<file path="config.mk">
export PLATFORM = sky130hd
export DESIGN_NAME = tct_ctrl
export DESIGN_NICKNAME = d
export VERILOG_FILES = /design/src/rtl/tct_pkg.sv /design/src/rtl/tct_ctrl.sv
export SDC_FILE = /design/constraint.sdc
export NUM_CORES = 1
export LEC_CHECK = 0
export BUFFER_PORTS_ARGS = -buffer_cell sky130_fd_sc_hd__buf_2
export CORE_MARGIN = 3
export CORE_UTILIZATION = 30
export CTS_BUF_LIST = sky130_fd_sc_hd__clkbuf_4
export DETAILED_ROUTE_END_ITERATION = 6
export GPL_ROUTABILITY_DRIVEN = 0
export MAX_ROUTING_LAYER = met4
export SLEW_MARGIN = 20
export SYNTH_ARGS = -nofsm -noshare
export SYNTH_HDL_FRONTEND = slang
export SYNTH_SLANG_ARGS = --single-unit
</file>
<file path="constraint.sdc">
create_clock -name clock -period 2.1 [get_ports clock]
set_input_delay 0.21 -clock clock [delete_from_list [all_inputs] [get_ports clock]]
set_output_delay 0.21 -clock clock [all_outputs]
set_load 0.005 [all_outputs]
</file>
<file path="src/rtl/tct_pkg.sv">
`timescale 1ns / 1ps
// ----------------------------------------------------------------------------
// tct_pkg
// Shared constants, codes and controller/datapath handshake types for the
// touch contact tracker.
// ----------------------------------------------------------------------------
package tct_pkg;

   localparam int MAX_CONTACTS = 10;
   localparam int IDX_W        = (MAX_CONTACTS > 1) ? $clog2(MAX_CONTACTS) : 1;

   localparam logic [23:0] TPM_RESET = 24'd10000;

   // quotient bits produced by the serial divider (speed magnitude < 2^24)
   localparam int DIV_STEPS = 24;
   localparam int CNT_W     = $clog2(DIV_STEPS);

   localparam logic [1:0] OP_POINT     = 2'd0;
   localparam logic [1:0] OP_FRAME     = 2'd1;
   localparam logic [1:0] OP_FRAME_SYN = 2'd2;

   localparam logic [1:0] PS_PRESSED  = 2'd0;
   localparam logic [1:0] PS_MOVED    = 2'd1;
   localparam logic [1:0] PS_RELEASED = 2'd2;

   localparam logic [1:0] KIND_START  = 2'd0;
   localparam logic [1:0] KIND_UPDATE = 2'd1;
   localparam logic [1:0] KIND_END    = 2'd2;

   typedef struct packed {
      logic       capture;
      logic       mark_seen;
      logic       clear_seen;
      logic       sweep_init;
      logic       sweep_adv;
      logic       start;
      logic       prep;
      logic       mul;
      logic       div_step;
      logic       update;
      logic       emit;
      logic [1:0] kind;
      logic       last;
      logic       use_frame;
      logic       clear_valid;
      logic       clear_mask;
   } tct_cmd_type;

   typedef struct packed {
      logic [1:0] op;
      logic       id_ok;
      logic [1:0] ps;
      logic       act;
      logic       slot_valid;
      logic       vel_ok;
      logic       div_done;
      logic       out_free;
      logic       sweep_hit;
      logic       mask_empty;
      logic       mask_last;
   } tct_status_type;

endpackage

</file>
<file path="src/rtl/tct_ctrl.sv">
`timescale 1ns / 1ps
// ----------------------------------------------------------------------------
// tct_ctrl
// Sequencer: decodes each word and steps the datapath through start,
// update, divide, sweep and emit phases.
// ----------------------------------------------------------------------------
module tct_ctrl (
   input  logic                    clock,
   input  logic                    reset,
   input  logic                    req_valid,
   output logic                    req_ready,
   input  tct_pkg::tct_status_type sts,
   output tct_pkg::tct_cmd_type    cmd
);

   typedef enum logic [10:0] {
      S_IDLE       = 11'b00000000001,
      S_DISPATCH   = 11'b00000000010,
      S_EMIT_STALE = 11'b00000000100,
      S_START      = 11'b00000001000,
      S_EMIT_NEW   = 11'b00000010000,
      S_PREP       = 11'b00000100000,
      S_MUL        = 11'b00001000000,
      S_DIV        = 11'b00010000000,
      S_UPDATE     = 11'b00100000000,
      S_EMIT_UPD   = 11'b01000000000,
      S_SWEEP      = 11'b10000000000
   } state_type;

   state_type state_ff, state_in;

   assign req_ready = (state_ff == S_IDLE);

   always_ff @(posedge clock) begin
      if (reset) begin
         state_ff <= S_IDLE;
      end else begin
         state_ff <= state_in;
      end
   end

   always_comb begin
      state_in = state_ff;
      cmd      = '0;
      unique case (state_ff)
         S_IDLE: begin
            if (req_valid) begin
               cmd.capture = 1'b1;
               state_in    = S_DISPATCH;
            end
         end
         S_DISPATCH: begin
            state_in = S_IDLE;
            if (sts.op == tct_pkg::OP_POINT) begin
               if (sts.id_ok) begin
                  cmd.mark_seen = sts.act || sts.ps == tct_pkg::PS_PRESSED ||
                                  sts.ps == tct_pkg::PS_MOVED;
                  case (sts.ps)
                     tct_pkg::PS_PRESSED:
                        state_in = sts.slot_valid ? S_EMIT_STALE : S_START;
                     tct_pkg::PS_MOVED:
                        state_in = sts.slot_valid ? S_PREP : S_START;
                     tct_pkg::PS_RELEASED:
                        state_in = sts.slot_valid ? S_PREP : S_IDLE;
                     default: state_in = S_IDLE;
                  endcase
               end
            end else if (sts.op == tct_pkg::OP_FRAME) begin
               cmd.clear_seen = 1'b1;
            end else if (sts.op == tct_pkg::OP_FRAME_SYN) begin
               cmd.sweep_init = 1'b1;
               state_in       = S_SWEEP;
            end
         end
         S_EMIT_STALE: begin
            if (sts.out_free) begin
               cmd.emit = 1'b1;
               cmd.kind = tct_pkg::KIND_END;
               state_in = S_START;
            end
         end
         S_START: begin
            cmd.start = 1'b1;
            state_in  = S_EMIT_NEW;
         end
         S_EMIT_NEW: begin
            if (sts.out_free) begin
               cmd.emit = 1'b1;
               cmd.kind = tct_pkg::KIND_START;
               cmd.last = 1'b1;
               state_in = S_IDLE;
            end
         end
         S_PREP: begin
            cmd.prep = 1'b1;
            state_in = S_MUL;
         end
         S_MUL: begin
            cmd.mul  = 1'b1;
            state_in = sts.vel_ok ? S_DIV : S_UPDATE;
         end
         S_DIV: begin
            cmd.div_step = 1'b1;
            if (sts.div_done) begin
               state_in = S_UPDATE;
            end
         end
         S_UPDATE: begin
            cmd.update = 1'b1;
            state_in   = S_EMIT_UPD;
         end
         S_EMIT_UPD: begin
            if (sts.out_free) begin
               cmd.emit        = 1'b1;
               cmd.last        = 1'b1;
               cmd.clear_valid = (sts.ps == tct_pkg::PS_RELEASED);
               cmd.kind        = (sts.ps == tct_pkg::PS_RELEASED) ?
                                 tct_pkg::KIND_END : tct_pkg::KIND_UPDATE;
               state_in        = S_IDLE;
            end
         end
         S_SWEEP: begin
            if (sts.mask_empty) begin
               cmd.clear_seen = 1'b1;
               state_in       = S_IDLE;
            end else if (sts.sweep_hit) begin
               if (sts.out_free) begin
                  cmd.emit        = 1'b1;
                  cmd.kind        = tct_pkg::KIND_END;
                  cmd.use_frame   = 1'b1;
                  cmd.last        = sts.mask_last;
                  cmd.clear_valid = 1'b1;
                  cmd.clear_mask  = 1'b1;
                  cmd.sweep_adv   = 1'b1;
               end
            end else begin
               cmd.sweep_adv = 1'b1;
            end
         end
         default: state_in = S_IDLE;
      endcase
   end

endmodule

</file>
# ---- Word-level counts from Yosys, hierarchy flattened
# Index checks and enable logic that the tools add are counted.
# W data, S select, Z words.
dict set report totals {
  register_bits 11
  out_inout_bits 18
  elab_cells 76
  inputBits 16
}
dict set report op_classes {
  n_eq_ne 20
  reduce_logical 6
  muxes 49
}
# op count
set ops {}
lappend ops {{$pmux W11 S10} 1}
lappend ops {{$mux W11} 9}
lappend ops {{$mux W1} 22}
lappend ops {{$mux W7} 3}
lappend ops {{$pmux W6 S3} 1}
lappend ops {{$mux W4} 3}
lappend ops {{$mux W6} 2}
lappend ops {{$pmux W3 S4} 1}
lappend ops {{$eq A11 B1 Y1 const B} 1}
lappend ops {{$eq A11 B10 Y1 const B} 1}
lappend ops {{$eq A11 B11 Y1 const B} 1}
lappend ops {{$eq A11 B2 Y1 const B} 1}
lappend ops {{$eq A11 B3 Y1 const B} 1}
lappend ops {{$eq A11 B4 Y1 const B} 1}
lappend ops {{$eq A11 B5 Y1 const B} 1}
lappend ops {{$eq A11 B6 Y1 const B} 1}
lappend ops {{$eq A11 B7 Y1 const B} 1}
lappend ops {{$eq A11 B8 Y1 const B} 1}
lappend ops {{$eq A11 B9 Y1 const B} 1}
lappend ops {{$mux W9} 1}
lappend ops {{$ne A2 B2 Y1 const B} 4}
lappend ops {{$reduce_and A5 Y1} 1}
lappend ops {{$eq A2 B1 Y1 const B} 2}
lappend ops {{$eq A2 B2 Y1 const B} 2}
lappend ops {{8 further kinds} 12}

# ---- Depth between registers and ports, before layout
# Gate-level depths: netlist of run 1.
dict set report depth {
  depth_word 6
  mapped_depth 6
  depth_no_buf 5
}

# ---- Worst setup path after synthesis of run 1
# No wires, ideal clock.
dict set report synth_path {
  path_type {reg-to-output}
  start {reg state_ff[4]}
  end {out cmd[2] (netlist bit)}
  required_ps 1890
  n_path_buf 2
  path_slack_ps 372
  arrival_ps 1518
  stages_incl_launch_ff 6
  cell_sequence {dfxtp_1 buf_2 nor4_1 nand4_1 nor3_1 buf_4}
}
# element line
set synth_rtl {}
lappend synth_rtl {{from (decl)} tct_ctrl.sv:30} ;# state_type state_ff, state_in;
lappend synth_rtl {{from (signal assigned)} tct_ctrl.sv:38} ;# state_ff <= state_in;
lappend synth_rtl {{to (decl)} tct_ctrl.sv:13} ;# output tct_pkg::tct_cmd_type cmd

==> impl_metrics.json, run 1 <==
{
  "antenna_found_initial": 0,
  "avgViaCountPerCell": 5.64,
  "synth_mux_area_share_pct": 0,
  "drv_slew": 0,
  "ir_drop_uv": 331,
  "layout_common_cells": "33 x buf_2, 11 x nor2_1, 11 x buf_4",
  "drt_first_iter_violations": 32,
  "rows": 19,
  "die_h_um": 61.4,
  "design_area_um2": 1270,
  "cts_sinks": 11,
  "hpwl_um": 2160,
  "critPathLaunchType": "flop",
  "cts_max_level": 1,
  "synth_top_family_by_area": "simple AND/OR/NAND/NOR gates",
  "synth_area_per_cell_um2": 7.80,
  "synth_fa_ha_area_share_pct": 0,
  "syn2layout_area_growth_pct": 37.6,
  "drc": 0,
  "ys_seq_area_share_pct": 23.9,
  "io_buffers": 33,
  "worst_slew_pin_slew_ns": 0.592,
  "clock_tree.buffer_depth": 2,
  "cap_viol_max_count": 0,
  "syn_nets": 134,
  "timing.hold.ws_ns": 0.170,
  "grt_max_degree": 10,
  "postRouteAntennaNets": 0,
  "finalSetupViolations": 0,
  "post-route-period-util_pct": 96.4,
  "coreArea_um2": 2830,
  "worst_r2r_path_depth": 7,
  "wirelength_um": 2840,
  "hold_depth": 2,
  "grt_pass1_vias": 878,
  "nets": 177,
  "required_ns": 1.89,
  "detail_route.wl_per_cell_um": 14.9,
  "dp_slack_ns": 0.187,
  "largest_reg_flops": 11,
  "min_path_type": "primary input to flop",
  "fillers": 290,
  "final_common_cell": "buf_2",
  "clk_pin_slew_ns": 0.07,
  "grt_setup_unrepaired": "yes",
  "io_pins": 34,
  "reg_top3": "state_ff: 11 flops",
  "tritoncts": "yes",
  "synth-seq-cells": 11,
  "power.leakage_nw": 0.602,
  "synth_compound_area_share_pct": 19.0,
  "syn_area_um2": 921,
  "drive_above_1_share_pct": 43.1,
  "ys.warnings.count": 0,
  "synth_cells": 118,
  "hold_buffers": 0,
  "top_register": "state_ff",
  "cp-end-kind": "output pin",
  "synth_cell_type_count": 45,
  "slew_headroom_pct": 60.2,
  "cp.arrival_ns": 1.82,
  "crit_type": "flop to output pin",
  "grt_first_pass_wirelength_um": 3930,
  "die_width_um": 61.4,
  "fin_ws_ns": 0.0749,
  "clk_latency_ns": 0.27,
  "crit_fanout": 6,
  "powerDensity_nw_per_um2": 609,
  "numCtsBuffers": 3,
  "insertedDiodeCount": 0,
  "synth_xor_area_share_pct": 3.80,
  "status": "finished, final reports clean",
  "start_util_pct": 32.6,
  "synthSimpleGateAreaFrac_pct": 45.2,
  "cts_root_buffer": "clkbuf_4",
  "utilization_pct": 44.8,
  "placed_area_um2": 1120,
  "drt_first_pass_iters": 4,
  "dieArea_um2": 3770,
  "fmax_mhz": 494,
  "grt_usage_pct": 14.8,
  "via_count": 1077,
  "hold_viol_final": 0,
  "overflow": 0,
  "post-route-min-period_ns": 2.03,
  "fin_skew_ns": 0.00258
}
==> worst paths after layout <==
path                            start  slack [ns]                  endpoint
min reg2reg  state_ff[2]$_SDFFE_PP0P_        0.61  state_ff[2]$_SDFFE_PP0P_
max          state_ff[5]$_SDFFE_PP0P_        0.07                   cmd[13]
min                             reset        0.17  state_ff[7]$_SDFFE_PP0P_
max reg2reg  state_ff[1]$_SDFFE_PP0P_        0.18  state_ff[0]$_SDFFE_PP1P_
==> Yosys cell counts (all sizes together) <==
library cell / instances / area [µm²]
nor2: 13 / 48.8
nor3: 12 / 65.1
dfxtp: 11 / 220
inv: 10 / 37.5
nand2: 8 / 30.0
a21oi: 5 / 25.0
nand4: 5 / 37.5
and2: 4 / 25.0
buf: 4 / 28.8
nand3: 3 / 20.0
nand4b: 3 / 26.3
nor2b: 3 / 18.8
nor4: 3 / 48.8
nor4b: 3 / 41.3
o21a: 3 / 23.8
o21ai: 3 / 15.0
a22o: 2 / 17.5
clkbuf: 2 / 7.51
o41ai: 2 / 25.0
xnor2: 2 / 17.5
xor2: 2 / 17.5
a21boi: 1 / 7.51
a31oi: 1 / 6.26
a32o: 1 / 10.0
a41oi: 1 / 8.76
and3: 1 / 6.26
and4: 1 / 8.76
and4b: 1 / 10.0
nand2b: 1 / 6.26
nor3b: 1 / 7.51
nor4bb: 1 / 10.0
o211ai: 1 / 7.51
o221a: 1 / 11.3
o31a: 1 / 8.76
o32ai: 1 / 8.76
or3: 1 / 6.26
==> repair_timing <==
| action | 4_1_cts | 5_1_grt |
|---|---|---|
| pin swaps | 3 | 5 |
| setup buffers | 2 | 5 |
| setup endpoints to repair | 11 | 9 |
| gates resized for setup | 1 | 15 |
==> worst max-delay path, stage by stage, from the launching register on <==
cell and delay (ns):
dfxtp_2 0.38, nor4_4 0.45, nand4_4 0.17, or3_4 0.37, inv_1 0.07, buf_2 0.10
==> routing by layer <==
layer  global-route usage (%)  share of wire (%)  vias up
li1                         -                  -      518
met1                     18.7                 42      515
met2                     23.3                 49       42
met3                     5.03                7.8        2
met4                     2.73               0.28        0
met5                        -                  0        -
==> cell type report <==
class	instances	area, µm²	area share, %
clock buffer	4	30.0	2.37
inverter	10	37.5	2.96
multi-input combinational	91	684	54.0
sequential	11	229	18.1
tap	31	38.8	3.06
timing repair buffer	44	248	19.5
==> cells by family after synthesis <==
kind of cell              after synthesis
DFF                                    11
AOI/OAI and AO/OA                      23
buffers and inverters                  16
and+or+nand+nor                        64
xor gates and xnor gates                4
==> through the flow <==
stage | total power, mW | std cells | TNS (ns)
floorplan | 0.454 | 118 | 0
detailed placement | 0.548 | 180 | 0
CTS | 0.732 | 186 | 0
finish | 0.772 | 191 | 0
global route | 0.819 | 191 | -0.113
global placement | 0.545 | 180 | 0
==> power by group <==
| part | total (mW) | switching, mW | internal [mW] | leakage (nW) |
|---|---|---|---|---|
| combinational | 0.351 | 0.186 | 0.165 | 0.492 |
| clock | 0.157 | 0.0709 | 0.0866 | 0.0184 |
| sequential | 0.264 | 0.0304 | 0.233 | 0.0911 |
| total | 0.772 | 0.287 | 0.485 | 0.602 |
Power figures use the tool's default switching activity.
==> inputs of run 2 (changes only) <==
--- a/config.mk
+++ b/config.mk
@@ -6,6 +6,7 @@
 export NUM_CORES = 1
 export LEC_CHECK = 0
 export BUFFER_PORTS_ARGS = -buffer_cell sky130_fd_sc_hd__buf_2
+export CORE_ASPECT_RATIO = 1.5
 export CORE_MARGIN = 3
 export CORE_UTILIZATION = 30
 export CTS_BUF_LIST = sky130_fd_sc_hd__clkbuf_4
==> run 2 against run 1 <==
Die area is 0.36% higher. Sequential share of layout area rose by 0.14 points. Flip-flop and latch count stayed put. Clock power shrank 3%. Power is 2.3% higher. Register-to-register slack gained 0.13 ns. First-iteration DRC count shrank 19%. Sequential power rose by 2%. Setup slack got worse by 0.047 ns. Largest cell class unchanged.
==> impl_metrics.json, run 2 (synthesis gave the netlist of run 1 again) <==
{
  "status": "finished, final reports clean",
  "drv_slew": 0,
  "crit_type": "flop to output pin",
  "clk_latency_ns": 0.28,
  "clk_pin_slew_ns": 0.08,
  "powerDensity_nw_per_um2": 596,
  "start_util_pct": 31.6,
  "post-route-min-period_ns": 2.07,
  "grt_setup_unrepaired": "yes",
  "power.leakage_nw": 0.625,
  "detail_route.wl_per_cell_um": 14.5,
  "finalSetupViolations": 0,
  "rows": 24,
  "drc": 0,
  "fillers": 305,
  "avgViaCountPerCell": 5.35,
  "crit_fanout": 3,
  "largest_reg_flops": 11,
  "cpPeakStageDelay_ns": 0.37,
  "coreArea_um2": 2910,
  "drive_above_1_share_pct": 47.9,
  "layout_common_cells": "33 x buf_2, 14 x buf_4, 12 x nor2_1",
  "cp-end-kind": "output pin",
  "numCtsBuffers": 3,
  "fmax_mhz": 483,
  "cts_sinks": 11,
  "p_total_mw": 0.790,
  "syn2layout_area_growth_pct": 44.0,
  "required_ns": 1.89,
  "wirelength_um": 2960,
  "placed_area_um2": 1140,
  "overflow": 0,
  "cts_root_buffer": "clkbuf_4",
  "slew_headroom_pct": 66.6,
  "dieArea_um2": 3780,
  "fin_skew_ns": 0.00292,
  "cts_max_level": 1,
  "ir_drop_uv": 286,
  "insertedDiodeCount": 0,
  "post-route-period-util_pct": 98.7,
  "grt_max_degree": 10,
  "top_register": "state_ff",
  "die_width_um": 51.2,
  "hpwl_um": 2190,
  "tritoncts": "yes",
  "drt_first_pass_iters": 4,
  "timing.hold.ws_ns": 0.163,
  "via_count": 1091,
  "hold_viol_final": 0,
  "utilization_pct": 45.5,
  "design_area_um2": 1330,
  "critPathLaunchType": "flop",
  "worstPathCellList": "nor4_4 > buf_4 > and2_4 > nand4b_1 > a21oi_1 > buf_2",
  "cp.arrival_ns": 1.86,
  "cap_viol_max_count": 0,
  "grt_usage_pct": 16.0,
  "postRouteAntennaNets": 0,
  "final_common_cell": "buf_2",
  "worst_slew_pin_slew_ns": 0.495,
  "clock_tree.buffer_depth": 2,
  "reg_top3": "state_ff: 11 flops",
  "die_h_um": 73.9,
  "grt_pass1_vias": 1008,
  "drt_first_iter_violations": 26,
  "antenna_found_initial": 0,
  "min_path_type": "primary input to flop",
  "io_pins": 34,
  "io_buffers": 33,
  "cp_slowest_cell": "dfxtp_4",
  "grt_first_pass_wirelength_um": 4550,
  "nets": 182
}
run 2: changes by cell type in the layout (fill, tap and decap cells not counted), moves of 2 or more:
cell and delta:
buf_4 +3, buf_6 +2, dfxtp_1 -4, dfxtp_4 +3
run 2: stage by stage:
stage          worst slack (ns)  instances  TNS (ns)
6_report                 0.0278        204         0
3_3_place_gp              0.170        189         0
4_1_cts                 0.00262        199         0
2_1_floorplan             0.372        118         0
5_1_grt                 -0.0232        204   -0.0818
3_5_place_dp              0.156        189         0
run 2: timing repair:
action                                  CTS  global route
hold buffers                              0             0
pin swaps                                 3            10
setup buffers                             6             5
resized for setup                         7            18
endpoints found under the setup margin    9            10
gates cloned                              0             0
run 2: power breakdown:
part | internal, mW | total, mW | leakage, nW | switching [mW]
registers | 0.231 | 0.270 | 0.0941 | 0.0388
logic | 0.183 | 0.368 | 0.513 | 0.184
clock network | 0.0707 | 0.153 | 0.0177 | 0.0820
run 2: final timing paths:
path,depth (start not counted),endpoint,slack (ns),start
worst max-delay path,6,cmd[5],0.03,state_ff[5]$_SDFFE_PP0P_
worst min-delay path,2,state_ff[7]$_SDFFE_PP0P_,0.16,reset
worst min register to register,1,state_ff[9]$_SDFFE_PP0P_,0.57,state_ff[9]$_SDFFE_PP0P_
worst max register to register,6,state_ff[5]$_SDFFE_PP0P_,0.31,state_ff[2]$_SDFFE_PP0P_
run 2: per-layer routing:
layer | vias up | wire (µm) | track usage, % | part of all wire [%]
met5 | - | 0 | - | 0
met4 | 0 | 56 | 10.2 | 1.9
met3 | 6 | 125 | 2.03 | 4.2
met2 | 31 | 1670 | 28.8 | 56
met1 | 526 | 1110 | 16.0 | 37
li1 | 528 | - | - | -
run 2: final cells by class:
type,count,area (µm²),share of cell area (%)
clock buffer,3,22.5,1.70
clock inverter,1,5.00,0.377
inverter,10,37.5,2.83
multi-input combinational,91,678,51.1
sequential,11,241,18.2
tap,39,48.8,3.68
timing repair buffer,49,293,22.1
run 2: critical path: cells and delay by family, from the launching register on:
kind                   cells  cell delay (ns)
AOI/OAI and AO/OA          1             0.21
buffers and inverters      2             0.31
DFF                        1             0.37
and+or+nand+nor            3             0.70
==> inputs of run 3 (changes only) <==
--- a/config.mk
+++ b/config.mk
@@ -8,7 +8,7 @@
 export BUFFER_PORTS_ARGS = -buffer_cell sky130_fd_sc_hd__buf_2
 export CORE_ASPECT_RATIO = 1.5
 export CORE_MARGIN = 3
-export CORE_UTILIZATION = 30
+export CORE_UTILIZATION = 25
 export CTS_BUF_LIST = sky130_fd_sc_hd__clkbuf_4
 export DETAILED_ROUTE_END_ITERATION = 6
 export GPL_ROUTABILITY_DRIVEN = 0
==> run 3 against run 2 <==
Routed wire length is 2.4% higher. Clock skew is 0.0030 ns higher. Sequential power is 2% lower. Clock power is 9.8% higher. Die area is 18% higher. Final area is 1.7% higher. First-iteration DRC count is 35% lower. Setup slack better by 0.032 ns. Combinational power is 6.8% lower. Final cell count is 3.4% higher. Critical path type unchanged. Critical endpoint is now cmd[15]. Highest routed layer unchanged.
==> impl_metrics.json, run 3 (synthesis gave the netlist of run 1 again) <==
{
  "reg_top3": "state_ff: 11 flops",
  "cp_slowest_cell": "dfxtp_1",
  "post-route-period-util_pct": 97.1,
  "cap_viol_max_count": 0,
  "crit_end": "cmd[15]",
  "detail_route.wl_per_cell_um": 14.4,
  "grt_max_degree": 10,
  "io_buffers": 33,
  "setup_tns_ns": 0,
  "cts_root_buffer": "clkbuf_4",
  "avgViaCountPerCell": 5.18,
  "overflow": 0,
  "syn2layout_area_growth_pct": 46.5,
  "postRouteAntennaNets": 0,
  "cp-end-kind": "output pin",
  "layout_common_cells": "33 x buf_2, 20 x buf_4, 12 x nor2_1",
  "grt_busiest_layer": "met2",
  "hold_viol_final": 0,
  "hold_buffers": 0,
  "die_h_um": 80.3,
  "timing.hold.ws_ns": 0.172,
  "antenna_found_initial": 0,
  "drive_above_1_share_pct": 48.5,
  "drt_first_iter_violations": 17,
  "fin_skew_ns": 0.00593,
  "post-route-min-period_ns": 2.04,
  "grt_usage_pct": 13.3,
  "via_count": 1092,
  "insertedDiodeCount": 0,
  "slew_headroom_pct": 66.8,
  "p_sw_share_pct": 37.7,
  "fillers": 350,
  "r2r-end": "state_ff[5]$_SDFFE_PP0P_",
  "utilization_pct": 38.7,
  "dieArea_um2": 4460,
  "grt_setup_unrepaired": "yes",
  "io_pins": 34,
  "seqPwrFrac_pct": 34.0,
  "final_common_cell": "buf_2",
  "netSwitchingPower_mw": 0.292,
  "fmax_mhz": 490,
  "nets": 186,
  "required_ns": 1.89,
  "top_register": "state_ff",
  "grtUsageMet1_pct": 14.3,
  "worst_r2r_path_depth": 7,
  "power.leakage_nw": 0.648,
  "start_util_pct": 26.5,
  "critPathTopFamily": "simple AND/OR/NAND/NOR gates",
  "clk_pin_slew_ns": 0.08,
  "crit_type": "flop to output pin",
  "ir_drop_uv": 326,
  "multi_input_area_um2": 681,
  "p_total_mw": 0.775,
  "finalSetupViolations": 0,
  "reg2reg_from": "state_ff[0]$_SDFFE_PP1P_",
  "dp.cells": 193,
  "critPathLaunchType": "flop",
  "cpPeakStageDelay_ns": 0.39,
  "crit_fanout": 8,
  "fin_cells": 211,
  "cp.arrival_ns": 1.83,
  "cts_max_level": 1,
  "wirelength_um": 3040,
  "clk_latency_ns": 0.28,
  "worstPathCellList": "nor3_2 > buf_4 > nand4_2 > nor4b_4 > o21a_1 > buf_2",
  "clock_tree.buffer_depth": 2,
  "worst-path-stages": 6,
  "cts_sinks": 11,
  "rows": 26,
  "worst-path-buf-inv": 2,
  "drt_first_pass_iters": 4,
  "numCtsBuffers": 3,
  "r2r_setup_slack_ns": 0.19,
  "powerDensity_nw_per_um2": 575,
  "grt_pass1_vias": 977,
  "power_frac_clock_pct": 21.7,
  "hpwl_um": 2190,
  "die_width_um": 55.6,
  "grt_first_pass_wirelength_um": 4600,
  "p_comb_share_pct": 44.3,
  "drc": 0,
  "p_int_mw": 0.483,
  "met3_usage_pct": 1.29,
  "tritoncts": "yes",
  "largest_reg_flops": 11,
  "min_path_type": "primary input to flop",
  "register_area_um2": 233,
  "drv_slew": 0,
  "worst_slew_pin_slew_ns": 0.492,
  "use_met2_pct": 23.9,
  "status": "finished, final reports clean",
  "crit_path_start": "state_ff[10]$_SDFFE_PP0P_",
  "coreArea_um2": 3480
}
-- run 3: cell types whose count changed in the layout (fill, tap and decap cells not counted), sizes merged --
cell    delta
clkinv     -1
clkbuf     +1
buf        +4
-- run 3: how the worst min path moves through the flow --
stage | cells past startpoint | startpoint | slack, ns | endpoint
5_1_grt | 2 | reset | 0.17 | state_ff[7]$_SDFFE_PP0P_
4_1_cts | 2 | reset | 0.17 | state_ff[7]$_SDFFE_PP0P_
3_5_place_dp | 2 | reset | 0.47 | state_ff[7]$_SDFFE_PP0P_
3_3_place_gp | 2 | reset | 0.47 | state_ff[10]$_SDFFE_PP0P_
6_report | 2 | reset | 0.17 | state_ff[10]$_SDFFE_PP0P_
2_1_floorplan | 1 | reset | 0.28 | state_ff[10]$_SDFFE_PP0P_
-- run 3: power groups by stage --
stage	combinational (mW)	clock [mW]	sequential (mW)
final	0.343	0.168	0.264
after floorplan	0.196	0	0.258
after global placement	0.307	0	0.262
after CTS	0.306	0.168	0.259
after detailed placement	0.305	0	0.264
after global routing	0.378	0.182	0.269
-- run 3: final cells by class --
cell class / count / share of cell area (%)
inverters: 10 / 2.78
flip-flops and latches: 11 / 17.3
multi-input cells: 91 / 50.5
repair buffers: 53 / 23.4
well taps: 42 / 3.90
clock buffers: 4 / 2.23
-- run 3: worst reg2reg max path, cell delays in order, from the launching register on --
cell and delay [ns]:
dfxtp_2 0.36, nor4_4 0.30, buf_4 0.18, nand3_2 0.09, o41ai_2 0.40, nor3_1 0.13, buf_4 0.16, and4_1 0.20
-- run 3: timing repair --
item,CTS,global route
pin swaps,3,7
gates resized for setup,1,18
setup endpoints to repair,5,10
buffers inserted,4,10
-- run 3: metrics by stage --
stage	worst slack (ns)	instance area, µm²
2_1_floorplan	0.372	921
3_3_place_gp	0.171	1150
3_5_place_dp	0.176	1150
4_1_cts	0.0130	1210
5_1_grt	-0.0379	1350
6_report	0.0599	1350
-- run 3: layer usage --
layer,wire length (µm),vias to the layer above
li1,-,538
met1,1200,513
met2,1590,33
met3,148,8
met4,98,0
met5,0,-
